===== config.mk =====
export PLATFORM = sky130hd
export DESIGN_NAME = htc_setup
export DESIGN_NICKNAME = d
export VERILOG_FILES = /design/src/rtl/htc_pkg.sv /design/src/rtl/htc_setup.sv
export SDC_FILE = /design/constraint.sdc
export NUM_CORES = 1
export LEC_CHECK = 0
export ABC_CLOCK_PERIOD_IN_PS = 8900
export BUFFER_PORTS_ARGS = -buffer_cell sky130_fd_sc_hd__buf_2
export CORE_MARGIN = 1
export CORE_UTILIZATION = 38
export CTS_BUF_LIST = sky130_fd_sc_hd__clkbuf_4 sky130_fd_sc_hd__clkbuf_8 sky130_fd_sc_hd__clkbuf_16
export CTS_CLUSTER_SIZE = 30
export DETAILED_ROUTE_END_ITERATION = 16
export HOLD_SLACK_MARGIN = 0.15
export PLACE_DENSITY = 0.68
export SLEW_MARGIN = 15
export SYNTH_ARGS = -nofsm -noshare
export SYNTH_HDL_FRONTEND = slang
export SYNTH_SLANG_ARGS = --single-unit
export TNS_END_PERCENT = 10

===== constraint.sdc =====
create_clock -name i_clk -period 8.9 [get_ports i_clk]
set_clock_uncertainty 0.2 [all_clocks]
set_input_delay 0.445 -clock i_clk [delete_from_list [all_inputs] [get_ports i_clk]]
set_output_delay 0.445 -clock i_clk [all_outputs]
set_load 0.02 [all_outputs]

===== src/rtl/htc_pkg.sv =====
// Shared types and constants for the half-space triangle coverage block.
// Used by the setup stage, the walk stage, the top level and the checker.
// No dependencies.
package htc_pkg;

    localparam int VERT_W    = 16;   // signed fixed-point vertex coordinate
    localparam int DELTA_W   = 17;   // vertex difference
    localparam int EDGE_W    = 36;   // edge function value
    localparam int PIX_W     = 12;   // reported pixel coordinate
    localparam int DIM_W     = 13;   // render target size register
    localparam int NUM_EDGES = 3;

    localparam logic [DIM_W-1:0] WIDTH_RST  = 13'd640;
    localparam logic [DIM_W-1:0] HEIGHT_RST = 13'd480;

    typedef enum logic {
        OP_LOAD = 1'b0,
        OP_STEP = 1'b1
    } t_opcode;

    typedef enum logic {
        CFG_WIDTH  = 1'b0,
        CFG_HEIGHT = 1'b1
    } t_cfg_index;

    typedef logic signed [VERT_W-1:0]  t_vert;
    typedef logic signed [DELTA_W-1:0] t_delta;
    typedef logic signed [EDGE_W-1:0]  t_edge;

    // Occupancy of the setup register as seen by the walk stage.
    typedef struct packed {
        logic vld;
        logic is_load;
    } t_stage_ctl;

endpackage


===== src/rtl/htc_setup.sv =====
// Setup stage: bounding box clipping, edge deltas, fill bias and vertex
// offsets from the box origin, held in the setup register.
// Depends on htc_pkg.
module htc_setup #(
    parameter int MAX_DIM   = 4096,
    parameter int FRAC_BITS = 4,
    localparam int CW   = $clog2(MAX_DIM + 1),
    localparam int RW   = ((htc_pkg::VERT_W > CW + FRAC_BITS) ?
                           htc_pkg::VERT_W : CW + FRAC_BITS) + 2,
    localparam int CMPW = (htc_pkg::VERT_W > CW + 1) ? htc_pkg::VERT_W : CW + 1
) (
    input  logic                        i_clk,
    input  logic                        i_rst_n,
    input  logic                        i_load,
    input  logic                        i_adv,
    input  logic                        i_opcode,
    input  htc_pkg::t_vert              i_vx [htc_pkg::NUM_EDGES],
    input  htc_pkg::t_vert              i_vy [htc_pkg::NUM_EDGES],
    input  logic [htc_pkg::DIM_W-1:0]   i_width,
    input  logic [htc_pkg::DIM_W-1:0]   i_height,
    output htc_pkg::t_stage_ctl         o_ctl,
    output logic [CW-1:0]               o_left,
    output logic [CW-1:0]               o_right,
    output logic [CW-1:0]               o_top,
    output logic [CW-1:0]               o_bottom,
    output logic                        o_walk,
    output htc_pkg::t_delta             o_dx [htc_pkg::NUM_EDGES],
    output htc_pkg::t_delta             o_dy [htc_pkg::NUM_EDGES],
    output logic                        o_bias [htc_pkg::NUM_EDGES],
    output logic signed [RW-1:0]        o_relx [htc_pkg::NUM_EDGES],
    output logic signed [RW-1:0]        o_rely [htc_pkg::NUM_EDGES]
);

    logic                 r_vld;
    logic                 r_is_load;
    logic [CW-1:0]        r_left;
    logic [CW-1:0]        r_right;
    logic [CW-1:0]        r_top;
    logic [CW-1:0]        r_bottom;
    logic                 r_walk;
    htc_pkg::t_delta      r_dx [htc_pkg::NUM_EDGES];
    htc_pkg::t_delta      r_dy [htc_pkg::NUM_EDGES];
    logic                 r_bias [htc_pkg::NUM_EDGES];
    logic signed [RW-1:0] r_relx [htc_pkg::NUM_EDGES];
    logic signed [RW-1:0] r_rely [htc_pkg::NUM_EDGES];

    htc_pkg::t_vert         min_x, max_x, min_y, max_y;
    logic signed [CMPW-1:0] fl_min_x, fl_max_x, fl_min_y, fl_max_y;
    logic signed [CMPW-1:0] lim_x, lim_y;
    logic signed [CMPW-1:0] lo_x, hi_x, lo_y, hi_y;
    logic [CW-1:0]          n_left, n_right, n_top, n_bottom;
    logic                   n_walk;
    htc_pkg::t_delta        n_dx [htc_pkg::NUM_EDGES];
    htc_pkg::t_delta        n_dy [htc_pkg::NUM_EDGES];
    logic                   n_bias [htc_pkg::NUM_EDGES];
    logic signed [RW-1:0]   n_relx [htc_pkg::NUM_EDGES];
    logic signed [RW-1:0]   n_rely [htc_pkg::NUM_EDGES];

    function automatic htc_pkg::t_vert min3(input htc_pkg::t_vert a,
                                            input htc_pkg::t_vert b,
                                            input htc_pkg::t_vert c);
        htc_pkg::t_vert m;
        m = (a < b) ? a : b;
        return (m < c) ? m : c;
    endfunction

    function automatic htc_pkg::t_vert max3(input htc_pkg::t_vert a,
                                            input htc_pkg::t_vert b,
                                            input htc_pkg::t_vert c);
        htc_pkg::t_vert m;
        m = (a > b) ? a : b;
        return (m > c) ? m : c;
    endfunction

    always_comb begin
        min_x = min3(i_vx[0], i_vx[1], i_vx[2]);
        max_x = max3(i_vx[0], i_vx[1], i_vx[2]);
        min_y = min3(i_vy[0], i_vy[1], i_vy[2]);
        max_y = max3(i_vy[0], i_vy[1], i_vy[2]);

        // An arithmetic right shift is the floor of the fixed-point value.
        fl_min_x = CMPW'(min_x >>> FRAC_BITS);
        fl_max_x = CMPW'(max_x >>> FRAC_BITS);
        fl_min_y = CMPW'(min_y >>> FRAC_BITS);
        fl_max_y = CMPW'(max_y >>> FRAC_BITS);

        lim_x = (CMPW'(i_width) > CMPW'(MAX_DIM)) ? CMPW'(MAX_DIM) : CMPW'(i_width);
        lim_y = (CMPW'(i_height) > CMPW'(MAX_DIM)) ? CMPW'(MAX_DIM) : CMPW'(i_height);

        lo_x = (fl_min_x < 0) ? '0 : fl_min_x;
        lo_y = (fl_min_y < 0) ? '0 : fl_min_y;
        hi_x = (fl_max_x > lim_x) ? lim_x : fl_max_x;
        hi_y = (fl_max_y > lim_y) ? lim_y : fl_max_y;
        if (hi_x < 0) begin
            hi_x = '0;
        end
        if (hi_y < 0) begin
            hi_y = '0;
        end

        // The lower corner may lie beyond the target, but then the box is
        // empty and the truncated origin is never shown.
        n_walk   = (lo_x < hi_x) && (lo_y < hi_y);
        n_left   = CW'(lo_x);
        n_top    = CW'(lo_y);
        n_right  = CW'(hi_x);
        n_bottom = CW'(hi_y);

        for (int i = 0; i < htc_pkg::NUM_EDGES; i++) begin
            n_dx[i]   = htc_pkg::DELTA_W'(i_vx[i]) -
                        htc_pkg::DELTA_W'(i_vx[(i + 1) % htc_pkg::NUM_EDGES]);
            n_dy[i]   = htc_pkg::DELTA_W'(i_vy[i]) -
                        htc_pkg::DELTA_W'(i_vy[(i + 1) % htc_pkg::NUM_EDGES]);
            n_bias[i] = (n_dy[i] < 0) || ((n_dy[i] == 0) && (n_dx[i] > 0));
            n_relx[i] = RW'(i_vx[i]) - $signed(RW'(n_left) << FRAC_BITS);
            n_rely[i] = RW'(i_vy[i]) - $signed(RW'(n_top) << FRAC_BITS);
        end
    end

    always_ff @(posedge i_clk) begin
        if (!i_rst_n) begin
            r_vld <= 1'b0;
        end else if (i_load) begin
            r_vld <= 1'b1;
        end else if (i_adv) begin
            r_vld <= 1'b0;
        end
    end

    always_ff @(posedge i_clk) begin
        if (i_load) begin
            r_is_load <= (htc_pkg::t_opcode'(i_opcode) == htc_pkg::OP_LOAD);
            r_left    <= n_left;
            r_right   <= n_right;
            r_top     <= n_top;
            r_bottom  <= n_bottom;
            r_walk    <= n_walk;
            for (int i = 0; i < htc_pkg::NUM_EDGES; i++) begin
                r_dx[i]   <= n_dx[i];
                r_dy[i]   <= n_dy[i];
                r_bias[i] <= n_bias[i];
                r_relx[i] <= n_relx[i];
                r_rely[i] <= n_rely[i];
            end
        end
    end

    assign o_ctl.vld     = r_vld;
    assign o_ctl.is_load = r_is_load;
    assign o_left        = r_left;
    assign o_right       = r_right;
    assign o_top         = r_top;
    assign o_bottom      = r_bottom;
    assign o_walk        = r_walk;
    assign o_dx          = r_dx;
    assign o_dy          = r_dy;
    assign o_bias        = r_bias;
    assign o_relx        = r_relx;
    assign o_rely        = r_rely;

endmodule


==> results of run 1 <==
## power groups by stage
| stage | registers (mW) | clock network (mW) | logic [mW] |
|---|---|---|---|
| after floorplan | 2.17 | 0 | 1.27 |
| final | 1.84 | 1.35 | 2.52 |
| after global placement | 1.86 | 0 | 2.43 |
| after CTS | 1.84 | 1.39 | 2.50 |
| after global routing | 1.86 | 1.43 | 2.75 |
| after detailed placement | 1.86 | 0 | 2.47 |
## per-layer routing
layer / global-route usage / share of wire / vias to the layer above
li1: - / - / 8612
met1: 0.300 / 0.40 / 8720
met2: 0.441 / 0.49 / 743
met3: 0.0498 / 0.075 / 135
met4: 0.100 / 0.039 / 4
met5: 0 / 0.00038 / -
## sequential cells by signal (all words and copies together) (netlist names)
signal and count:
o_right 13, o_top 11, o_walk 1, o_bottom 13
o_bias 3, o_relx 57, o_rely 57, o_dx 51
r_vld 1, o_left 11, r_is_load 1, o_dy 51
## layout by cell type, fill, tap and decap left out, types with 12 or more instances in the layout
master and n:
sky130_fd_sc_hd__or3_1 26, sky130_fd_sc_hd__buf_4 62, sky130_fd_sc_hd__ha_1 268, sky130_fd_sc_hd__inv_1 192, sky130_fd_sc_hd__nor3_1 56, sky130_fd_sc_hd__o21a_1 35, sky130_fd_sc_hd__o31a_1 13, sky130_fd_sc_hd__nand3_1 45
sky130_fd_sc_hd__nor2_1 168, sky130_fd_sc_hd__mux2i_1 51, sky130_fd_sc_hd__o21ai_0 135, sky130_fd_sc_hd__nand4_1 22, sky130_fd_sc_hd__clkbuf_16 37, sky130_fd_sc_hd__or2_2 29, sky130_fd_sc_hd__xnor2_1 82, sky130_fd_sc_hd__dlygate4sd3_1 46
sky130_fd_sc_hd__xor2_1 20, sky130_fd_sc_hd__a211oi_1 25, sky130_fd_sc_hd__mux2_2 12, sky130_fd_sc_hd__nand2b_1 36, sky130_fd_sc_hd__edfxtp_1 269, sky130_fd_sc_hd__nand2_1 106, sky130_fd_sc_hd__fa_1 12, sky130_fd_sc_hd__a21boi_0 21
sky130_fd_sc_hd__o211ai_1 12, sky130_fd_sc_hd__a21o_1 36, sky130_fd_sc_hd__buf_2 395, sky130_fd_sc_hd__and2_1 17, sky130_fd_sc_hd__nor2b_1 45, sky130_fd_sc_hd__o21bai_1 18, sky130_fd_sc_hd__a21oi_1 119
## cell families after synthesis
family,after synthesis,synth area share
xor+xnor,102,0.0435
mux,66,0.0339
fa+ha+maj,280,0.175
compound gates,512,0.162
simple gates,599,0.147
other cells,1,0.000183
buf+inv,231,0.0448
flops,270,0.394
## final timing paths
path,endpoint
hold / removal,o_relx[5]$_DFFE_PP_
setup reg to reg,r_vld$_SDFFE_PN0P_
setup / recovery,o_walk$_DFFE_PP_
hold reg to reg,r_vld$_SDFFE_PN0P_
## through the flow
stage / hold WS [ns] / utilization / area (um^2)
finish: 0.204 / 0.477 / 25200
global route: 0.171 / 0.477 / 25200
CTS: 0.154 / 0.476 / 25200
detailed placement: 0.380 / 0.447 / 23700
global placement: 0.350 / 0.447 / 23700
floorplan: 0.344 / - / 20600
## worst max-delay path, delay by kind of cell
family,cells,cell delay (ns)
and+or+nand+nor,8,1.55
adders and majority gates,4,1.24
muxes,2,0.40
AOI/OAI and AO/OA,16,3.37
buffers and inverters,6,1.38
## repair_timing
item / in CTS / in global routing
endpoints found under the setup margin: 0 / 1
gates resized for setup: 0 / 1
hold buffers: 46 / 0
hold endpoints to repair: 55 / 0
## cell type report
cell class	count	area share
inverters	192	0.0285
clock buffers	44	0.0388
clock inverters	13	0.00377
multi-input cells	1565	0.459
flip-flops and latches	270	0.321
repair buffers	504	0.116
well taps	688	0.0341
==> impl_summary.log, run 1 <==
INFO  metric result_of_the_run = finished, final reports clean
INFO  metric critical_path.max_stage_delay = 0.66 ns
INFO  metric die_height = 235 um
INFO  metric post-route-min-period = 8.33 ns
INFO  metric drc_errors = 0
INFO  metric rsz0062_at_grt = no
INFO  metric antenna_cells = 0
INFO  metric die_x = 235 um
INFO  metric worst_vdd_drop = 0.154 mV
INFO  metric required_time_at_the_endpoint_of_the_critical_path = 8.98 ns
INFO  metric final_wtd_congestion = 0.983
INFO  metric max-clock-path-buffers = 3
INFO  metric place.port_buffers = 396
INFO  metric synthToLayoutAreaGrowth = 22.9%
INFO  metric timing.max_cap.violations = 0
INFO  metric register_area = 8100 um^2
INFO  metric intPower = 3.52 mW
INFO  metric timing_max_transition_violations_final = 0
INFO  metric worst-endpoint-arrival = 8.41 ns
INFO  metric final_setup_slack_of_the_worst_path = 0.568 ns
INFO  metric p_clk_frac = 0.236
INFO  metric holdCritStartpoint = i_vx[5]
INFO  metric clockRootBuffer = sky130_fd_sc_hd__clkbuf_16
INFO  metric first_pass_grt_wire_length = 104000 um
INFO  metric routed_wirelength = 70900 um
INFO  metric synth_ff_type = sky130_fd_sc_hd__edfxtp_1
INFO  metric antenna_left = 0
INFO  metric initialDrtViolationCount = 1437
INFO  metric final.period_utilization = 0.936
INFO  metric layout.nets = 2975
INFO  metric number_of_antenna_violations_at_the_first_check_in_global_routing = 2
INFO  metric report.final.hold_viol_count = 0
INFO  metric net-switching-power = 2.19 mW
INFO  metric postSynthAreaPerCell = 9.97 um^2
INFO  metric post-cts-setup-buffer-count = 0
INFO  metric fin_total_pwr = 5.70 mW
INFO  metric synthesis.area = 20500 um^2
INFO  metric setup-violations-final = 0
INFO  metric sequentialPowerShare = 0.322
INFO  metric critical-path-slowest-cell = sky130_fd_sc_hd__or4_1
INFO  metric row_count = 84
INFO  metric cts.htree.levels = 2
INFO  metric synth_async_sr_flop_share = 0
INFO  metric clk_latency = 0.54 ns
INFO  metric grt_max_degree = 74
INFO  metric netlist.area_leader.share = 0.393
INFO  metric power_frac_comb = 0.441
INFO  metric multi_input_comb_area = 11600 um^2
INFO  metric criticalPathCategory = primary input to flip-flop
INFO  metric reg2reg_setup_slack = 7.45 ns
INFO  metric worstMarginPinSlew = 0.970 ns
INFO  metric placedCellCount = 3173
INFO  metric worst_slew_margin_rel = 0.354
INFO  metric worst_r2r_path_cells = 3
INFO  metric postSynthCellCount = 2061
INFO  metric yosysWarningCount = 0
INFO  metric synth_seq_cells = 270
INFO  metric start_util = 0.388
INFO  metric yosysSeqAreaShare = 0.394
INFO  metric path_max_fanout = 10
INFO  metric floorplan.core_area = 53000 um^2
INFO  metric global_route.overflow_total = 0
INFO  metric tritoncts_buffers = 35
INFO  metric netlist.top_cell.by_area = sky130_fd_sc_hd__edfxtp_1
INFO  metric layout_cell_share_with_drive_strength_beyond_1 = 0.222
INFO  metric ys_types = 82
INFO  metric crit_path_start = i_vy[17]
INFO  metric vias_per_cell = 5.56
INFO  metric first_global_vias = 17.9k
INFO  metric clk_transition_reported_paths = 0.05 ns
INFO  metric setup_tns = 0 ns
INFO  metric total_number_of_clock_tree_sinks = 270
INFO  metric post-place-ws = 0.583 ns
INFO  metric cts_tree = done
INFO  metric post-synth-top-count-cell = sky130_fd_sc_hd__edfxtp_1
INFO  metric place.detailed.hpwl = 57900 um
INFO  metric pwr_density_cell = 226 nW/um^2
INFO  metric die_area = 55000 um^2
INFO  metric synth-edff-count = 269
INFO  metric grt_util_all_layers = 0.252
INFO  metric top_level_ports = 401
INFO  metric netSwitchingFraction = 0.384
INFO  metric timing.hold.worst.class = primary input to flip-flop
INFO  metric post_dr_wirelength_cell = 21.6 um
INFO  metric critical_path.endpoint_type = flip-flop
INFO  metric crit-reg2reg-launch = r_vld$_SDFFE_PN0P_
INFO  metric synth.cells.most_frequent = sky130_fd_sc_hd__edfxtp_1, sky130_fd_sc_hd__ha_1, sky130_fd_sc_hd__inv_1
INFO  metric routed_via_count = 18.2k
INFO  metric min_path_cells = 2
INFO  metric fmax = 120 MHz
INFO  metric final_cell_count_no_fill = 3276
INFO  metric p_leak = 11.4 nW
INFO  metric element_type_at_the_critical_path_start = primary input
INFO  metric n_fill_cell = 4961
INFO  metric netlist_top_cells_area = sky130_fd_sc_hd__edfxtp_1, sky130_fd_sc_hd__ha_1, sky130_fd_sc_hd__inv_1
INFO  metric detail_route.first_pass.iterations = 9
Power figures use the tool's default switching activity.
==> inputs of run 2 (changes only) <==
--- a/config.mk
+++ b/config.mk
@@ -13,7 +13,8 @@
 export CTS_CLUSTER_SIZE = 30
 export DETAILED_ROUTE_END_ITERATION = 16
 export HOLD_SLACK_MARGIN = 0.15
-export PLACE_DENSITY = 0.68
+export PLACE_DENSITY = 0.63
+export REMOVE_ABC_BUFFERS = 1
 export SLEW_MARGIN = 15
 export SYNTH_ARGS = -nofsm -noshare
 export SYNTH_HDL_FRONTEND = slang
==> run 2 against run 1 <==
Sequential power about the same; via count shrank 2.2%; combinational power down 2%; register-to-register slack improved by 0.03 ns; wire length fell by 1.5%; largest power group unchanged.
==> impl_summary.log, run 2 (synthesis results as in run 1) <==
INFO  metric floorplan.core_area = 53000 um^2
INFO  metric max-clock-path-buffers = 3
INFO  metric place.port_buffers = 396
INFO  metric antenna_left = 0
INFO  metric first_global_vias = 17.6k
INFO  metric postCtsResizedCells = 0
INFO  metric critical-path-slowest-cell = sky130_fd_sc_hd__or4_1
INFO  metric crit-reg2reg-launch = r_vld$_SDFFE_PN0P_
INFO  metric timing_max_transition_violations_final = 0
INFO  metric result_of_the_run = finished, final reports clean
INFO  metric clk_latency = 0.57 ns
INFO  metric path_max_fanout = 12
INFO  metric critical_path.endpoint_type = flip-flop
INFO  metric grt_util_all_layers = 0.247
INFO  metric start_util = 0.388
INFO  metric top_level_ports = 401
INFO  metric setup-violations-final = 0
INFO  metric post-cts-setup-buffer-count = 0
INFO  metric row_count = 84
INFO  metric fmax = 120 MHz
INFO  metric number_of_antenna_violations_at_the_first_check_in_global_routing = 4
INFO  metric die_height = 235 um
INFO  metric vias_per_cell = 5.46
INFO  metric timing.critical_path.mode_cell = sky130_fd_sc_hd__ha_1
INFO  metric layout.nets = 2959
INFO  metric holdCritStartpoint = i_load
INFO  metric pwr_density_cell = 220 nW/um^2
INFO  metric report.final.hold_viol_count = 0
INFO  metric die_area = 55000 um^2
INFO  metric timing.max_cap.violations = 0
INFO  metric routed_wirelength = 69800 um
INFO  metric required_time_at_the_endpoint_of_the_critical_path = 9.03 ns
INFO  metric worstMarginPinSlew = 0.979 ns
INFO  metric worst_slew_margin_rel = 0.348
INFO  metric routed_via_count = 17.8k
INFO  metric total_number_of_clock_tree_sinks = 270
INFO  metric die_x = 235 um
INFO  metric post-route-min-period = 8.33 ns
INFO  metric tritoncts_buffers = 31
INFO  metric finalHoldWorstSlack = 0.184 ns
INFO  metric worst_vdd_drop = 0.181 mV
INFO  metric final.period_utilization = 0.936
INFO  metric worst-endpoint-arrival = 8.46 ns
INFO  metric cts_tree = done
INFO  metric rsz0062_at_grt = no
INFO  metric finalCoreUtilization = 0.474
INFO  metric synthToLayoutAreaGrowth = 22.1%
INFO  metric layout_commonest_cell = sky130_fd_sc_hd__buf_2
INFO  metric timing.hold.worst.class = primary input to flip-flop
INFO  metric postCtsHoldBufs = 55
INFO  metric clockRootBuffer = sky130_fd_sc_hd__clkbuf_16
INFO  metric drc_errors = 0
INFO  metric fin_total_pwr = 5.52 mW
INFO  metric initialDrtViolationCount = 1115
INFO  metric element_type_at_the_critical_path_start = primary input
INFO  metric post_dr_wirelength_cell = 21.4 um
INFO  metric layout.cells.most_common_list = sky130_fd_sc_hd__buf_2, sky130_fd_sc_hd__edfxtp_1, sky130_fd_sc_hd__ha_1, sky130_fd_sc_hd__inv_1, sky130_fd_sc_hd__nor2_1
INFO  metric final_wtd_congestion = 0.973
INFO  metric place.detailed.hpwl = 57100 um
INFO  metric grt_max_degree = 157
INFO  metric first_pass_grt_wire_length = 103000 um
INFO  metric layout_cell_share_with_drive_strength_beyond_1 = 0.215
INFO  metric crit_path_start = i_vy[17]
INFO  metric p_leak = 11.2 nW
INFO  metric cts.htree.levels = 1
INFO  metric detail_route.first_pass.iterations = 5
INFO  metric global_route.overflow_total = 0
INFO  metric criticalPathCategory = primary input to flip-flop
INFO  metric critical_path.max_stage_delay = 0.66 ns
INFO  metric clk_transition_reported_paths = 0.06 ns
-- run 2: cell count changes in the layout (fill, tap and decap cells not counted), sizes merged --
cell	change
buf	-21
clkbuf	-9
clkinv	+7
diode	+1
dlygate4sd3	+9
inv	+1
-- run 2: through the flow --
step | TNS, ns | cell area, um^2 | setup slack, ns | cells
3_5_place_dp | 0 | 23600 | 0.616 | 3152
3_3_place_gp | 0 | 23600 | 0.680 | 3152
6_report | 0 | 25100 | 0.569 | 3264
2_1_floorplan | -0.647 | 20400 | -0.647 | 2027
5_1_grt | 0 | 25100 | 0.0143 | 3263
4_1_cts | 0 | 25100 | 0.686 | 3263
-- run 2: power by group --
part	internal (mW)	switching (mW)
Combinational	0.934	1.53
Clock	0.680	0.537
Sequential	1.76	0.0831
-- run 2: cell type report --
type,count,area [um^2]
fillers,5005,27900
multi-input cells,1565,11600
flip-flops and latches,270,8100
repair buffers,492,2880
well taps,688,861
clock buffers,35,806
inverters,192,721
clock inverters,21,153
diodes,1,2.50
-- run 2: worst paths after layout --
kind | end | slack (ns) | cells after the start
worst min-delay path | o_right[9]$_DFFE_PP_ | 0.18 | 1
worst max register to register | r_vld$_SDFFE_PN0P_ | 7.48 | 3
worst max-delay path | o_walk$_DFFE_PP_ | 0.57 | 35
worst min register to register | r_vld$_SDFFE_PN0P_ | 0.90 | 3
-- run 2: metal layers --
metal / share of wire / global-route usage / vias up / wire length [um]
met1: 0.42 / 0.308 / 8434 / 29100
li1: - / - / 8587 / -
met4: 0.033 / 0.0869 / 4 / 2310
met3: 0.073 / 0.0493 / 121 / 5070
met5: 0.00044 / 0 / - / 31
met2: 0.48 / 0.421 / 669 / 33300
-- run 2: critical path, delay by kind of cell --
family / cells / cell delay, ns
adders and majority gates: 4 / 1.18
AOI/OAI and AO/OA: 12 / 2.66
muxes: 2 / 0.47
buffers and inverters: 7 / 1.55
and+or+nand+nor: 10 / 2.16
==> inputs of run 3 (changes only) <==
--- a/config.mk
+++ b/config.mk
@@ -7,13 +7,14 @@
 export LEC_CHECK = 0
 export ABC_CLOCK_PERIOD_IN_PS = 8900
 export BUFFER_PORTS_ARGS = -buffer_cell sky130_fd_sc_hd__buf_2
+export CAP_MARGIN = 10
 export CORE_MARGIN = 1
-export CORE_UTILIZATION = 38
+export CORE_UTILIZATION = 50
 export CTS_BUF_LIST = sky130_fd_sc_hd__clkbuf_4 sky130_fd_sc_hd__clkbuf_8 sky130_fd_sc_hd__clkbuf_16
 export CTS_CLUSTER_SIZE = 30
 export DETAILED_ROUTE_END_ITERATION = 16
 export HOLD_SLACK_MARGIN = 0.15
-export PLACE_DENSITY = 0.63
+export PLACE_DENSITY = 0.78
 export REMOVE_ABC_BUFFERS = 1
 export SLEW_MARGIN = 15
 export SYNTH_ARGS = -nofsm -noshare
==> run 3 against run 2 <==
Count of clock-buffer cells in the layout unchanged; sequential power about the same; highest routed layer is now met4; power up 1.1%; sequential cell count unchanged; wire length up 0.13%; register-to-register slack worse by 0.04 ns; global-route usage up 8.3 points; worst setup slack worse by 0.19 ns; utilization up 15 points; combinational power about the same.
==> impl_summary.log, run 3 (synthesis results as in run 1) <==
INFO  metric start_util = 0.512
INFO  metric initialDrtViolationCount = 1440
INFO  metric routed_wirelength = 69900 um
INFO  metric path_max_fanout = 13
INFO  metric layout.nets = 2953
INFO  metric critical_path.endpoint_type = flip-flop
INFO  metric timing.hold.worst.class = primary input to flip-flop
INFO  metric number_of_antenna_violations_at_the_first_check_in_global_routing = 2
INFO  metric tritoncts_buffers = 30
INFO  metric critical_path.max_stage_delay = 0.65 ns
INFO  metric final_cell_count_no_fill = 3096
INFO  metric layout.cells.most_common_list = sky130_fd_sc_hd__buf_2, sky130_fd_sc_hd__edfxtp_1, sky130_fd_sc_hd__ha_1, sky130_fd_sc_hd__inv_1, sky130_fd_sc_hd__nor2_1
INFO  metric final_setup_slack_of_the_worst_path = 0.380 ns
INFO  metric final_wtd_congestion = 1.00
INFO  metric top_level_ports = 401
INFO  metric row_count = 73
INFO  metric netSwitchingFraction = 0.390
INFO  metric first_global_vias = 18.3k
INFO  metric intPower = 3.41 mW
INFO  metric clockRootBuffer = sky130_fd_sc_hd__clkbuf_16
INFO  metric post-place-ws = -0.0628 ns
INFO  metric post_dr_wirelength_cell = 22.6 um
INFO  metric report.final.hold_viol_count = 0
INFO  metric p_clk_frac = 0.226
INFO  metric routed_via_count = 18.3k
INFO  metric synthToLayoutAreaGrowth = 21.3%
INFO  metric clk_transition_reported_paths = 0.07 ns
INFO  metric grt_util_all_layers = 0.330
INFO  metric criticalPathCategory = primary input to flip-flop
INFO  metric final.period_utilization = 0.957
INFO  metric drc_errors = 0
INFO  metric net-switching-power = 2.18 mW
INFO  metric worst_slew_margin_rel = 0.306
INFO  metric sequentialPowerShare = 0.330
INFO  metric worst_vdd_drop = 0.212 mV
INFO  metric clk_latency = 0.57 ns
INFO  metric power_frac_comb = 0.444
INFO  metric place.port_buffers = 396
INFO  metric layout_commonest_cell = sky130_fd_sc_hd__buf_2
INFO  metric floorplan.core_area = 40100 um^2
INFO  metric required_time_at_the_endpoint_of_the_critical_path = 9.03 ns
INFO  metric global_route.overflow_total = 0
INFO  metric critical-path-slowest-cell = sky130_fd_sc_hd__or4_1
INFO  metric detail_route.first_pass.iterations = 6
INFO  metric vias_per_cell = 5.92
INFO  metric first_pass_grt_wire_length = 105000 um
INFO  metric place.detailed.hpwl = 56400 um
INFO  metric result_of_the_run = finished, final reports clean
INFO  metric timing_max_transition_violations_final = 0
INFO  metric timing.max_cap.violations = 0
INFO  metric die_area = 41900 um^2
INFO  metric grt_max_degree = 145
INFO  metric setup_tns = 0 ns
INFO  metric die_x = 205 um
INFO  metric placedCellCount = 2983
INFO  metric worstMarginPinSlew = 1.04 ns
INFO  metric cts_tree = done
INFO  metric layout_cell_share_with_drive_strength_beyond_1 = 0.214
INFO  metric max-clock-path-buffers = 3
INFO  metric total_number_of_clock_tree_sinks = 270
INFO  metric timing.critical_path.mode_cell = sky130_fd_sc_hd__ha_1
INFO  metric post-route-min-period = 8.52 ns
INFO  metric die_height = 205 um
INFO  metric setup-violations-final = 0
INFO  metric worst-endpoint-arrival = 8.65 ns
INFO  metric fmax = 117 MHz
INFO  metric cts.htree.levels = 1
INFO  metric p_leak = 11.3 nW
INFO  metric detailed_place.area = 23300 um^2
INFO  metric antenna_left = 0
INFO  metric worst_r2r_path_cells = 3
INFO  metric min_path_cells = 3
INFO  metric post-cts-setup-buffer-count = 0
INFO  metric pwr_density_cell = 224 nW/um^2
INFO  metric element_type_at_the_critical_path_start = primary input
INFO  metric design_area = 24900 um^2
-- run 3: layout make-up --
class,count,area (um^2)
Antenna cell,1,2.50
Clock buffer,35,806
Clock inverter,21,191
Fill cell,3319,15200
Inverter,192,721
Multi-Input combinational cell,1565,11600
Sequential cell,270,8100
Tap cell,525,657
Timing Repair Buffer,487,2830
-- run 3: power groups by stage --
stage | Combinational [mW] | Clock, mW | Sequential (mW)
3_3_place_gp | 2.36 | 0 | 1.86
6_report | 2.48 | 1.26 | 1.84
4_1_cts | 2.44 | 1.27 | 1.84
5_1_grt | 2.69 | 1.32 | 1.86
2_1_floorplan | 1.25 | 0 | 2.18
3_5_place_dp | 2.40 | 0 | 1.86
-- run 3: per-layer routing --
metal | track usage | vias to the layer above | share of wire
met5 | 0 | - | 0
met4 | 0.128 | 0 | 0.040
met3 | 0.0541 | 148 | 0.080
met2 | 0.560 | 861 | 0.47
met1 | 0.419 | 8741 | 0.41
li1 | - | 8572 | -
-- run 3: critical path, delay by kind of cell --
kind / cells / cell delay, ns
compound gates: 14 / 3.05
fa+ha+maj: 4 / 1.15
buf+inv: 5 / 1.27
mux: 2 / 0.52
simple gates: 8 / 2.18
-- run 3: worst paths after layout --
kind,start,endpoint,slack [ns]
max,i_vy[17],o_walk$_DFFE_PP_,0.38
min,i_height[8],o_bottom[8]$_DFFE_PP_,0.14
max reg2reg,r_vld$_SDFFE_PN0P_,r_vld$_SDFFE_PN0P_,7.44
min reg2reg,r_vld$_SDFFE_PN0P_,r_vld$_SDFFE_PN0P_,0.97
-- run 3: per-stage QoR --
step / hold slack, ns / total power, mW / util
final: 0.145 / 5.59 / 0.621
after global routing: 0.162 / 5.87 / 0.621
after CTS: 0.151 / 5.55 / 0.620
after detailed placement: 0.437 / 4.26 / 0.581
after global placement: 0.350 / 4.22 / 0.581
after floorplan: 0.344 / 3.43 / -
-- run 3: repair_timing --
action / in CTS / in global routing
endpoints found under the hold margin: 62 / 0
resized for setup: 0 / 9
endpoints found under the setup margin: 0 / 5
hold buffers: 56 / 0
